## src/rtl/gsd_pkg.sv

```systemverilog
package gsd_pkg;

	localparam int unsigned ANGLE_W   = 16;
	localparam int unsigned TOL_W     = 15;
	localparam int unsigned LIMIT_W   = 8;
	localparam int unsigned TARGETS   = 4;
	localparam int unsigned ADDR_W    = 5;
	localparam int unsigned DATA_W    = 32;
	localparam int unsigned DIFF_W    = ANGLE_W + 1;

	localparam logic [2:0] REG_TARGET_0    = 3'd0;
	localparam logic [2:0] REG_TARGET_1    = 3'd1;
	localparam logic [2:0] REG_TARGET_2    = 3'd2;
	localparam logic [2:0] REG_TARGET_3    = 3'd3;
	localparam logic [2:0] REG_GOAL_TOL    = 3'd4;
	localparam logic [2:0] REG_STILL_TOL   = 3'd5;
	localparam logic [2:0] REG_STILL_LIMIT = 3'd6;

	localparam logic FUNC_START  = 1'b0;
	localparam logic FUNC_SAMPLE = 1'b1;

	typedef enum logic [2:0] {
		OUT_RUNNING   = 3'd0,
		OUT_AT_TARGET = 3'd1,
		OUT_SETTLED   = 3'd2,
		OUT_BLOCKED   = 3'd3,
		OUT_INVALID   = 3'd4,
		OUT_IDLE      = 3'd5
	} gsd_outcome_t;

	typedef struct packed {
		logic [TARGETS-1:0][ANGLE_W-1:0] target;
		logic [TOL_W-1:0]                goal_tol;
		logic [TOL_W-1:0]                still_tol;
		logic [LIMIT_W-1:0]              still_limit;
	} gsd_cfg_t;

	typedef struct packed {
		logic start;
		logic count;
	} gsd_joint_ctl_t;

	typedef struct packed {
		logic at_goal;
		logic still_ok;
		logic moved;
	} gsd_joint_sts_t;

	function automatic logic [DIFF_W-1:0] abs_diff(logic [ANGLE_W-1:0] a,
			logic [ANGLE_W-1:0] b);
		logic signed [DIFF_W-1:0] d;
		d = $signed({a[ANGLE_W-1], a}) - $signed({b[ANGLE_W-1], b});
		return d[DIFF_W-1] ? DIFF_W'(-d) : DIFF_W'(d);
	endfunction

endpackage

```

## src/rtl/gsd_cfg.sv

```systemverilog
module gsd_cfg (
	input  logic                           clk,
	input  logic                           arst_n,
	input  logic                           psel,
	input  logic                           penable,
	input  logic                           pwrite,
	input  logic [gsd_pkg::ADDR_W-1:0]     paddr,
	input  logic [gsd_pkg::DATA_W-1:0]     pwdata,
	output logic [gsd_pkg::DATA_W-1:0]     prdata,
	output logic                           pready,
	output gsd_pkg::gsd_cfg_t              cfg
);

	gsd_pkg::gsd_cfg_t cfg_q;
	logic [2:0]        idx;
	logic              wr;

	assign idx    = paddr[gsd_pkg::ADDR_W-1:2];
	assign wr     = psel && penable && pwrite;
	assign pready = 1'b1;
	assign cfg    = cfg_q;

	always_ff @(posedge clk or negedge arst_n) begin
		if (!arst_n) begin
			cfg_q.target      <= '0;
			cfg_q.goal_tol    <= '0;
			cfg_q.still_tol   <= '0;
			cfg_q.still_limit <= gsd_pkg::LIMIT_W'(1);
		end else if (wr) begin
			case (idx)
				gsd_pkg::REG_TARGET_0:    cfg_q.target[0]   <= pwdata[gsd_pkg::ANGLE_W-1:0];
				gsd_pkg::REG_TARGET_1:    cfg_q.target[1]   <= pwdata[gsd_pkg::ANGLE_W-1:0];
				gsd_pkg::REG_TARGET_2:    cfg_q.target[2]   <= pwdata[gsd_pkg::ANGLE_W-1:0];
				gsd_pkg::REG_TARGET_3:    cfg_q.target[3]   <= pwdata[gsd_pkg::ANGLE_W-1:0];
				gsd_pkg::REG_GOAL_TOL:    cfg_q.goal_tol    <= pwdata[gsd_pkg::TOL_W-1:0];
				gsd_pkg::REG_STILL_TOL:   cfg_q.still_tol   <= pwdata[gsd_pkg::TOL_W-1:0];
				gsd_pkg::REG_STILL_LIMIT: cfg_q.still_limit <= pwdata[gsd_pkg::LIMIT_W-1:0];
				default: ;
			endcase
		end
	end

	always_comb begin
		prdata = '0;
		case (idx)
			gsd_pkg::REG_TARGET_0:    prdata = {{16{cfg_q.target[0][15]}}, cfg_q.target[0]};
			gsd_pkg::REG_TARGET_1:    prdata = {{16{cfg_q.target[1][15]}}, cfg_q.target[1]};
			gsd_pkg::REG_TARGET_2:    prdata = {{16{cfg_q.target[2][15]}}, cfg_q.target[2]};
			gsd_pkg::REG_TARGET_3:    prdata = {{16{cfg_q.target[3][15]}}, cfg_q.target[3]};
			gsd_pkg::REG_GOAL_TOL:    prdata = {17'd0, cfg_q.goal_tol};
			gsd_pkg::REG_STILL_TOL:   prdata = {17'd0, cfg_q.still_tol};
			gsd_pkg::REG_STILL_LIMIT: prdata = {24'd0, cfg_q.still_limit};
			default:                  prdata = '0;
		endcase
	end

endmodule

```

## src/rtl/gsd_joint.sv

```systemverilog
module gsd_joint #(
	parameter int unsigned COUNT_BITS = 8
) (
	input  logic                            clk,
	input  logic                            arst_n,
	input  gsd_pkg::gsd_joint_ctl_t         ctl,
	input  logic [gsd_pkg::ANGLE_W-1:0]     angle,
	input  logic [gsd_pkg::ANGLE_W-1:0]     target,
	input  logic [gsd_pkg::TOL_W-1:0]       goal_tol,
	input  logic [gsd_pkg::TOL_W-1:0]       still_tol,
	input  logic [gsd_pkg::LIMIT_W-1:0]     still_limit,
	output gsd_pkg::gsd_joint_sts_t         sts
);

	localparam int unsigned CMP_W = (COUNT_BITS > gsd_pkg::LIMIT_W) ? COUNT_BITS
		: gsd_pkg::LIMIT_W;

	logic [gsd_pkg::ANGLE_W-1:0] prev_q;
	logic [COUNT_BITS-1:0]       still_cnt_q;
	logic [COUNT_BITS-1:0]       moved_cnt_q;
	logic [COUNT_BITS-1:0]       still_inc;
	logic [COUNT_BITS-1:0]       moved_inc;
	logic [gsd_pkg::DIFF_W-1:0]  goal_diff;
	logic [gsd_pkg::DIFF_W-1:0]  move_diff;
	logic                        is_still;

	assign goal_diff = gsd_pkg::abs_diff(angle, target);
	assign move_diff = gsd_pkg::abs_diff(angle, prev_q);
	assign is_still  = move_diff < gsd_pkg::DIFF_W'(still_tol);
	assign still_inc = (&still_cnt_q) ? still_cnt_q : still_cnt_q + 1'b1;
	assign moved_inc = (&moved_cnt_q) ? moved_cnt_q : moved_cnt_q + 1'b1;

	// Status as seen after this sample's count update
	assign sts.at_goal  = goal_diff <= gsd_pkg::DIFF_W'(goal_tol);
	assign sts.still_ok = is_still ? (CMP_W'(still_inc) >= CMP_W'(still_limit))
		: (still_limit == '0);
	assign sts.moved    = !is_still;

	always_ff @(posedge clk or negedge arst_n) begin
		if (!arst_n) begin
			prev_q      <= '0;
			still_cnt_q <= '0;
			moved_cnt_q <= '0;
		end else if (ctl.start) begin
			prev_q      <= angle;
			still_cnt_q <= '0;
			moved_cnt_q <= '0;
		end else if (ctl.count) begin
			prev_q <= angle;
			if (is_still) begin
				still_cnt_q <= still_inc;
				moved_cnt_q <= '0;
			end else begin
				still_cnt_q <= '0;
				moved_cnt_q <= moved_inc;
			end
		end
	end

endmodule

```

## src/rtl/gripper_settle_detector_top.sv

```systemverilog
// Channel  Direction  Handshake            Word
// in       input      in_valid/in_ready    func, sample_valid, angle_0..angle_3
// out      output     out_valid/out_ready  outcome, finished
// apb      input      psel/penable/pready  paddr, pwdata, prdata
//
// Two register stages: input register, then result register.
// One word per cycle sustained while out_ready is high; joint state is updated as a word leaves stage 1.
// arst_n clears valid flags, active flag, counters and config registers; data registers are not reset.
// A stalled result holds stage 1; in_ready drops only when both stages are full.
module gripper_settle_detector_top #(
	parameter int unsigned JOINTS     = 4,
	parameter int unsigned COUNT_BITS = 8
) (
	input  logic                        clk,
	input  logic                        arst_n,
	input  logic                        in_valid,
	output logic                        in_ready,
	input  logic                        func,
	input  logic                        sample_valid,
	input  logic signed [15:0]          angle_0,
	input  logic signed [15:0]          angle_1,
	input  logic signed [15:0]          angle_2,
	input  logic signed [15:0]          angle_3,
	output logic                        out_valid,
	input  logic                        out_ready,
	output logic [2:0]                  outcome,
	output logic                        finished,
	input  logic                        psel,
	input  logic                        penable,
	input  logic                        pwrite,
	input  logic [gsd_pkg::ADDR_W-1:0]  paddr,
	input  logic [gsd_pkg::DATA_W-1:0]  pwdata,
	output logic [gsd_pkg::DATA_W-1:0]  prdata,
	output logic                        pready
);

	gsd_pkg::gsd_cfg_t                         cfg;
	gsd_pkg::gsd_joint_ctl_t                   jctl;
	gsd_pkg::gsd_joint_sts_t [JOINTS-1:0]      jsts;
	logic [gsd_pkg::TARGETS-1:0][gsd_pkg::ANGLE_W-1:0] angle_in;

	logic                                      valid_s1;
	logic                                      func_s1;
	logic                                      sv_s1;
	logic [JOINTS-1:0][gsd_pkg::ANGLE_W-1:0]   angle_s1;

	logic                                      res_valid_q;
	gsd_pkg::gsd_outcome_t                     outcome_q;
	logic                                      finished_q;
	logic                                      active_q;
	logic [COUNT_BITS-1:0]                     never_moved_q;

	localparam int unsigned CMP_W = (COUNT_BITS > gsd_pkg::LIMIT_W) ? COUNT_BITS
		: gsd_pkg::LIMIT_W;

	logic                                      adv;
	logic                                      take;
	logic [JOINTS-1:0]                         at_goal_v;
	logic [JOINTS-1:0]                         still_v;
	logic [JOINTS-1:0]                         moved_v;
	logic                                      at_goal_all;
	logic                                      all_still;
	logic                                      one_moved;
	logic [COUNT_BITS-1:0]                     nm_inc;
	gsd_pkg::gsd_outcome_t                     outcome_d;
	logic                                      fin_d;
	logic                                      active_d;
	logic [COUNT_BITS-1:0]                     nm_d;

	assign angle_in = {angle_3, angle_2, angle_1, angle_0};

	assign adv      = !res_valid_q || out_ready;
	assign in_ready = !valid_s1 || adv;
	assign take     = valid_s1 && adv;

	gsd_cfg u_cfg (
		.clk     (clk),
		.arst_n  (arst_n),
		.psel    (psel),
		.penable (penable),
		.pwrite  (pwrite),
		.paddr   (paddr),
		.pwdata  (pwdata),
		.prdata  (prdata),
		.pready  (pready),
		.cfg     (cfg)
	);

	for (genvar j = 0; j < JOINTS; j++) begin : g_joint
		gsd_joint #(
			.COUNT_BITS (COUNT_BITS)
		) u_joint (
			.clk         (clk),
			.arst_n      (arst_n),
			.ctl         (jctl),
			.angle       (angle_s1[j]),
			.target      (cfg.target[j]),
			.goal_tol    (cfg.goal_tol),
			.still_tol   (cfg.still_tol),
			.still_limit (cfg.still_limit),
			.sts         (jsts[j])
		);
		assign at_goal_v[j] = jsts[j].at_goal;
		assign still_v[j]   = jsts[j].still_ok;
		assign moved_v[j]   = jsts[j].moved;
	end

	assign at_goal_all = &at_goal_v;
	assign all_still   = &still_v;
	assign one_moved   = |moved_v;
	assign nm_inc      = (&never_moved_q) ? never_moved_q : never_moved_q + 1'b1;

	assign jctl.start = take && (func_s1 == gsd_pkg::FUNC_START) && sv_s1;
	assign jctl.count = take && (func_s1 == gsd_pkg::FUNC_SAMPLE) && active_q && sv_s1
		&& !at_goal_all;

	always_comb begin
		outcome_d = gsd_pkg::OUT_RUNNING;
		fin_d     = 1'b0;
		active_d  = active_q;
		nm_d      = never_moved_q;
		if (func_s1 == gsd_pkg::FUNC_START) begin
			if (!sv_s1) begin
				outcome_d = gsd_pkg::OUT_INVALID;
			end else begin
				active_d = 1'b1;
				nm_d     = '0;
			end
		end else if (!active_q) begin
			outcome_d = gsd_pkg::OUT_IDLE;
		end else if (!sv_s1) begin
			outcome_d = gsd_pkg::OUT_INVALID;
			fin_d     = 1'b1;
			active_d  = 1'b0;
		end else if (at_goal_all) begin
			outcome_d = gsd_pkg::OUT_AT_TARGET;
			fin_d     = 1'b1;
			active_d  = 1'b0;
		end else if (all_still) begin
			if (one_moved) begin
				outcome_d = gsd_pkg::OUT_SETTLED;
				fin_d     = 1'b1;
				active_d  = 1'b0;
			end else begin
				nm_d = nm_inc;
				if (CMP_W'(nm_inc) >= CMP_W'(cfg.still_limit)) begin
					outcome_d = gsd_pkg::OUT_BLOCKED;
					fin_d     = 1'b1;
					active_d  = 1'b0;
				end
			end
		end
	end

	always_ff @(posedge clk or negedge arst_n) begin
		if (!arst_n) begin
			valid_s1      <= 1'b0;
			res_valid_q   <= 1'b0;
			active_q      <= 1'b0;
			never_moved_q <= '0;
		end else begin
			if (in_ready) begin
				valid_s1 <= in_valid;
			end
			if (adv) begin
				res_valid_q <= valid_s1;
			end
			if (take) begin
				active_q      <= active_d;
				never_moved_q <= nm_d;
			end
		end
	end

	always_ff @(posedge clk) begin
		if (in_valid && in_ready) begin
			func_s1 <= func;
			sv_s1   <= sample_valid;
			for (int j = 0; j < JOINTS; j++) begin
				angle_s1[j] <= angle_in[j];
			end
		end
		if (take) begin
			outcome_q  <= outcome_d;
			finished_q <= fin_d;
		end
	end

	assign out_valid = res_valid_q;
	assign outcome   = outcome_q;
	assign finished  = finished_q;

	a_fin_goes_idle: assert property (@(posedge clk) disable iff (!arst_n)
		take && fin_d |=> !active_q)
		else $error("block still active after a finishing word");

	a_stall_full: assert property (@(posedge clk) disable iff (!arst_n)
		!in_ready |-> valid_s1 && res_valid_q && !out_ready)
		else $error("input stalled with a free stage");

	a_settled_limit: assert property (@(posedge clk) disable iff (!arst_n)
		take && outcome_d == gsd_pkg::OUT_SETTLED |-> cfg.still_limit == '0)
		else $error("settled outcome with nonzero still limit");

	a_fin_outcome: assert property (@(posedge clk) disable iff (!arst_n)
		out_valid && finished |-> outcome_q != gsd_pkg::OUT_RUNNING
			&& outcome_q != gsd_pkg::OUT_IDLE)
		else $error("finished word with running or idle outcome");

endmodule
```

## config.mk

```make
export PLATFORM = sky130hd
export DESIGN_NAME = gripper_settle_detector_top
export DESIGN_NICKNAME = d
export VERILOG_FILES = /design/src/rtl/gsd_pkg.sv /design/src/rtl/gsd_cfg.sv /design/src/rtl/gsd_joint.sv /design/src/rtl/gripper_settle_detector_top.sv
export SDC_FILE = /design/constraint.sdc
export NUM_CORES = 1
export LEC_CHECK = 0
export ABC_AREA = 0
export BUFFER_PORTS_ARGS = -buffer_cell sky130_fd_sc_hd__buf_4
export CORE_ASPECT_RATIO = 0.6
export CORE_MARGIN = 4
export CORE_UTILIZATION = 57
export DETAILED_ROUTE_END_ITERATION = 6
export GPL_ROUTABILITY_DRIVEN = 0
export PLACE_DENSITY = 0.88
export SETUP_SLACK_MARGIN = 0.02
export SYNTH_ARGS = -nofsm -noshare
export SYNTH_HDL_FRONTEND = slang
export SYNTH_SLANG_ARGS = --single-unit
```

## constraint.sdc

```tcl
create_clock -name clk -period 6.25 [get_ports clk]
set_input_delay 0.9375 -clock clk [delete_from_list [all_inputs] [get_ports clk]]
set_output_delay 0.9375 -clock clk [all_outputs]
set_load 0.01 [all_outputs]
```

==> results.txt <==
----------------------------------------------------
[Power]
  Power per cell area ... 459 mW/mm^2
  Overall power consumption ... 0.0134 W
  Cell leakage power ... 13.5 nW
  Worst vdd ir ... 0.382 mV

[Critical path]
  Worst endpoint data arrival time ... 6890 ps
  Start of the worst register-to-register path ... angle_s1[48]$_DFFE_PP_
  Crit. path cell count ... 29
  Cell family contributing the most delay on the critical path ... compound AO/OA/AOI/OAI gates
  Critical Path Source Type ... register
  Most common cell on crit path ... a21oi_1
  Origin of the worst setup path ... angle_s1[48]$_DFFE_PP_
  Max stage delay on crit path ... 510 ps
  Data required time at the worst endpoint ... 6730 ps
  Critical Path Sink ... g_joint[2].u_joint.prev_q[12]$_DFFE_PN0P_
  Kind of capture point of the worst setup path ... register
  Standard cell with the maximum stage delay on the critical path ... or4_4
  Number of cells traversed by the worst register-to-register path ... 29
  Max Fanout on Critical Path ... 7
  Critical setup path kind ... register to register
  End of the worst register-to-register path ... g_joint[2].u_joint.prev_q[12]$_DFFE_PN0P_
  WP buf/inv ... 6
  Internal reg-to-reg setup slack ... -160 ps

[Detailed routing]
  Remaining antenna violation count after routing ... 0
  Total number of vias ... 24.4k
  Number of DRC markers in iteration 0 ... 3,508
  Number of detailed-routing iterations run before antenna repair ... 7
  # DRC ... 3
  Routed wire per std cell ... 22.8 microns
  DR vias/cell ... 6.73
  WL final ... ~83,000 microns

[Timing]
  Final-layout worst hold slack ... 209 ps
  Max frequency ... around 160 MHz
  Unrepaired setup endpoints after global routing ... yes
  Shortest clock period the worst path allows after layout ... ~6400 ps
  Clock skew ... 18.7 ps
  Final setup margin ... -157 ps
  Number of failing hold endpoints at the final stage ... 0
  Worst slew margin relative to its limit ... 31.5%
  Final clock period utilization by the worst path ... 103%
  Count of final max-slew check failures ... 0
  Number of failing setup endpoints in the final timing report ... 91
  Slew at the pin closest to its max-slew limit ... 1030 ps

[Place]
  Port buffer count ... 129
  Cell Count Post-Placement ... 3,544
  DP HPWL ... 60,000 microns

[Floorplanning]
  Total I/O pin count ... 149
  Area of the die ... 0.0483 sq mm
  Core Area ... 0.0438 sq mm
  Initial core utilization ... between 50% and 60%
  Number of placement rows ... just under 60
  Die outline height ... 172 microns
  Die extent in x ... 281 microns

[Cells and area]
  Most used cells in the layout excluding fill and tap cells ... ha_1, nand2_1, buf_4
  Nets ... 3,446
  Antenna Diode Count ... 0
  Area growth from synthesis to layout ... 14.9%
  Layout cell share with drive strength beyond 1 ... around 18%
  Most frequent standard cell in the layout excluding fill and tap cells ... ha_1
  Post-Layout Cell Count ... 3,632

[Clocking]
  Clock insertion delay at the later pin of the skew report ... roughly 610 ps
  Deepest level of the CTS H-tree ... 1
  Library cell used as clock root buffer ... clkbuf_16
  CTS clock-pin slew for the worst setup and hold paths ... 80 ps
  Number of hold buffers added after cts ... 0
  TritonCTS clock tree ... built
  Largest buffer count on any clock path ... 3
  Total number of clock tree sinks ... about 280
  Number of buffers added by the clock tree synthesis step ... 28

[Synthesis]
  Synth warnings ... 0
  Dominant register cell in the synthesized netlist ... dfrtp_1
  Sequential area share after synthesis ... 28.8%
  Number of flops mapped to enable cells by yosys ... 70
  Mean Syn Cell Area ... 8.90 sq um
  Mapped Nets ... 3,277
  Number of different library cells in the post-synthesis netlist ... between 90 and 100
  Post-synthesis register bit count ... 279
  Gate count after technology mapping ... roughly 2.9k
  FFs w/ async S/R, synth ... 74.9%
  Post-Synthesis Cell Area ... around 0.025 sq mm

[Global route]
  Antenna violations before repair ... 0
  Largest net degree at the start of global routing ... 171
  Gr usage total ... 32.2%
  Number of global-route vias before repair ... 23.3k
  Global-route wire length before repair ... around 120,000 microns
  Leftover overflow at the end of global routing ... 0

[Run]
  Max-cap violations ... 0

[Run status]
  Violated checks ... DRC, setup timing
  Outcome ... complete, but fails checks

[Hold path]
  Path type of the worst min-delay path ... primary input to asynchronous set/reset pin

----------------------------------------------------
-- layer usage --
layer / routed length (microns) / up-vias / global-route usage (%)
li1: - / 10750 / -
met1: 31800 / 11522 / 42.5
met2: 35400 / 1716 / 50.1
met3: 10600 / 441 / 8.09
met4: 5040 / 0 / 15.0
met5: 0 / - / 0
-- worst min-delay path by stage --
stage                     cells after the start                                      from                                        end
after floorplan                               1                      valid_s1$_DFFE_PN0N_                      out_valid$_DFFE_PN0P_
after global placement                        1                 u_cfg.cfg[43]$_DFFE_PN0P_                  u_cfg.cfg[43]$_DFFE_PN0P_
after detailed placement                      1  g_joint[0].u_joint.prev_q[8]$_DFFE_PN0P_   g_joint[0].u_joint.prev_q[8]$_DFFE_PN0P_
after CTS                                     1                                    arst_n  g_joint[0].u_joint.prev_q[10]$_DFFE_PN0P_
after global routing                          1                                    arst_n  g_joint[1].u_joint.prev_q[10]$_DFFE_PN0P_
final                                         1                                    arst_n  g_joint[0].u_joint.prev_q[10]$_DFFE_PN0P_
-- stage by stage --
| step | util (%) | cell area [sq um] | setup WS, ps | setup TNS, ps |
|---|---|---|---|---|
| 6_report | 66.9 | 29300 | -157 | -9210 |
| 5_1_grt | 66.9 | 29300 | -421 | -36380 |
| 4_1_cts | 65.1 | 28500 | 7.53 | 0 |
| 3_5_place_dp | 62.3 | 27300 | -339 | -27680 |
| 3_3_place_gp | 62.3 | 27300 | -111 | -6340 |
| 2_1_floorplan | - | 25500 | 90.7 | 0 |
-- power breakdown --
| part | total (W) | switching, W | internal [W] |
|---|---|---|---|
| Combinational | 0.00902 | 0.00520 | 0.00381 |
| Clock | 0.00185 | 0.000833 | 0.00101 |
| Sequential | 0.00256 | 0.000324 | 0.00223 |
-- cell usage after synthesis (25+ instances only) --
master    instances  share of area [%]
mux2_2           50                2.2
or3_1            27               0.66
nand2_1         231                3.4
nand4_1          29               0.71
mux2i_1          34                1.3
o21ai_0         163                3.2
xor2_1           79                2.7
nor2b_1          42                1.0
a21o_1           82                2.4
nor2_1          204                3.0
edfxtp_1         70                8.3
ha_1            297                 15
dfrtp_1         208                 20
xnor2_1         127                4.4
nor3_1           68                1.3
mux2_4           55                3.2
a22o_1           28               0.96
clkbuf_1         57               0.84
nand3_1          64                1.3
o21a_1           43                1.3
a31oi_1          35               0.86
a21oi_1         173                3.4
nand2b_1         38               0.93
o211ai_1         25               0.74
inv_1           223                3.3
a211oi_1         29               0.85
-- state kept, by name, indices dropped and copies added (netlist names) --
name / cells
g_joint.u_joint.prev_q: 64
g_joint.u_joint.still_cnt_q: 32
u_cfg.cfg: 102
outcome: 3
valid_s1: 1
angle_s1: 64
func_s1: 1
never_moved_q: 8
sv_s1: 1
out_valid: 1
finished: 1
active_q: 1
-- logic make-up (layout without fill, tap and decap cells) --
kind of cell               count (synthesis)  in the layout  share of synthesized area (%)
xor gates and xnor gates                 206            206                           7.08
and+or+nand+nor                          822            822                           15.7
muxes                                    144            144                           7.23
AOI/OAI and AO/OA                        776            776                           20.5
DFF                                      279            279                           28.8
other                                      1              1                         0.0147
adders and majority gates                305            305                           15.2
buffers and inverters                    329            520                           5.46
-- repair_timing --
action                                  CTS  global route
setup buffers                             9            25
pin swaps                                14            52
cloned                                    2             1
endpoints found under the setup margin  108           108
resized for setup                        31           112
-- cell type report --
type	instances	area [sq um]
multi-input cells	2254	17300
fillers	3185	14500
well taps	579	724
flip-flops and latches	279	7330
clock buffers	38	853
repair buffers	244	2050
clock inverters	14	128
inverters	224	843
Power figures use the tool's default switching activity.
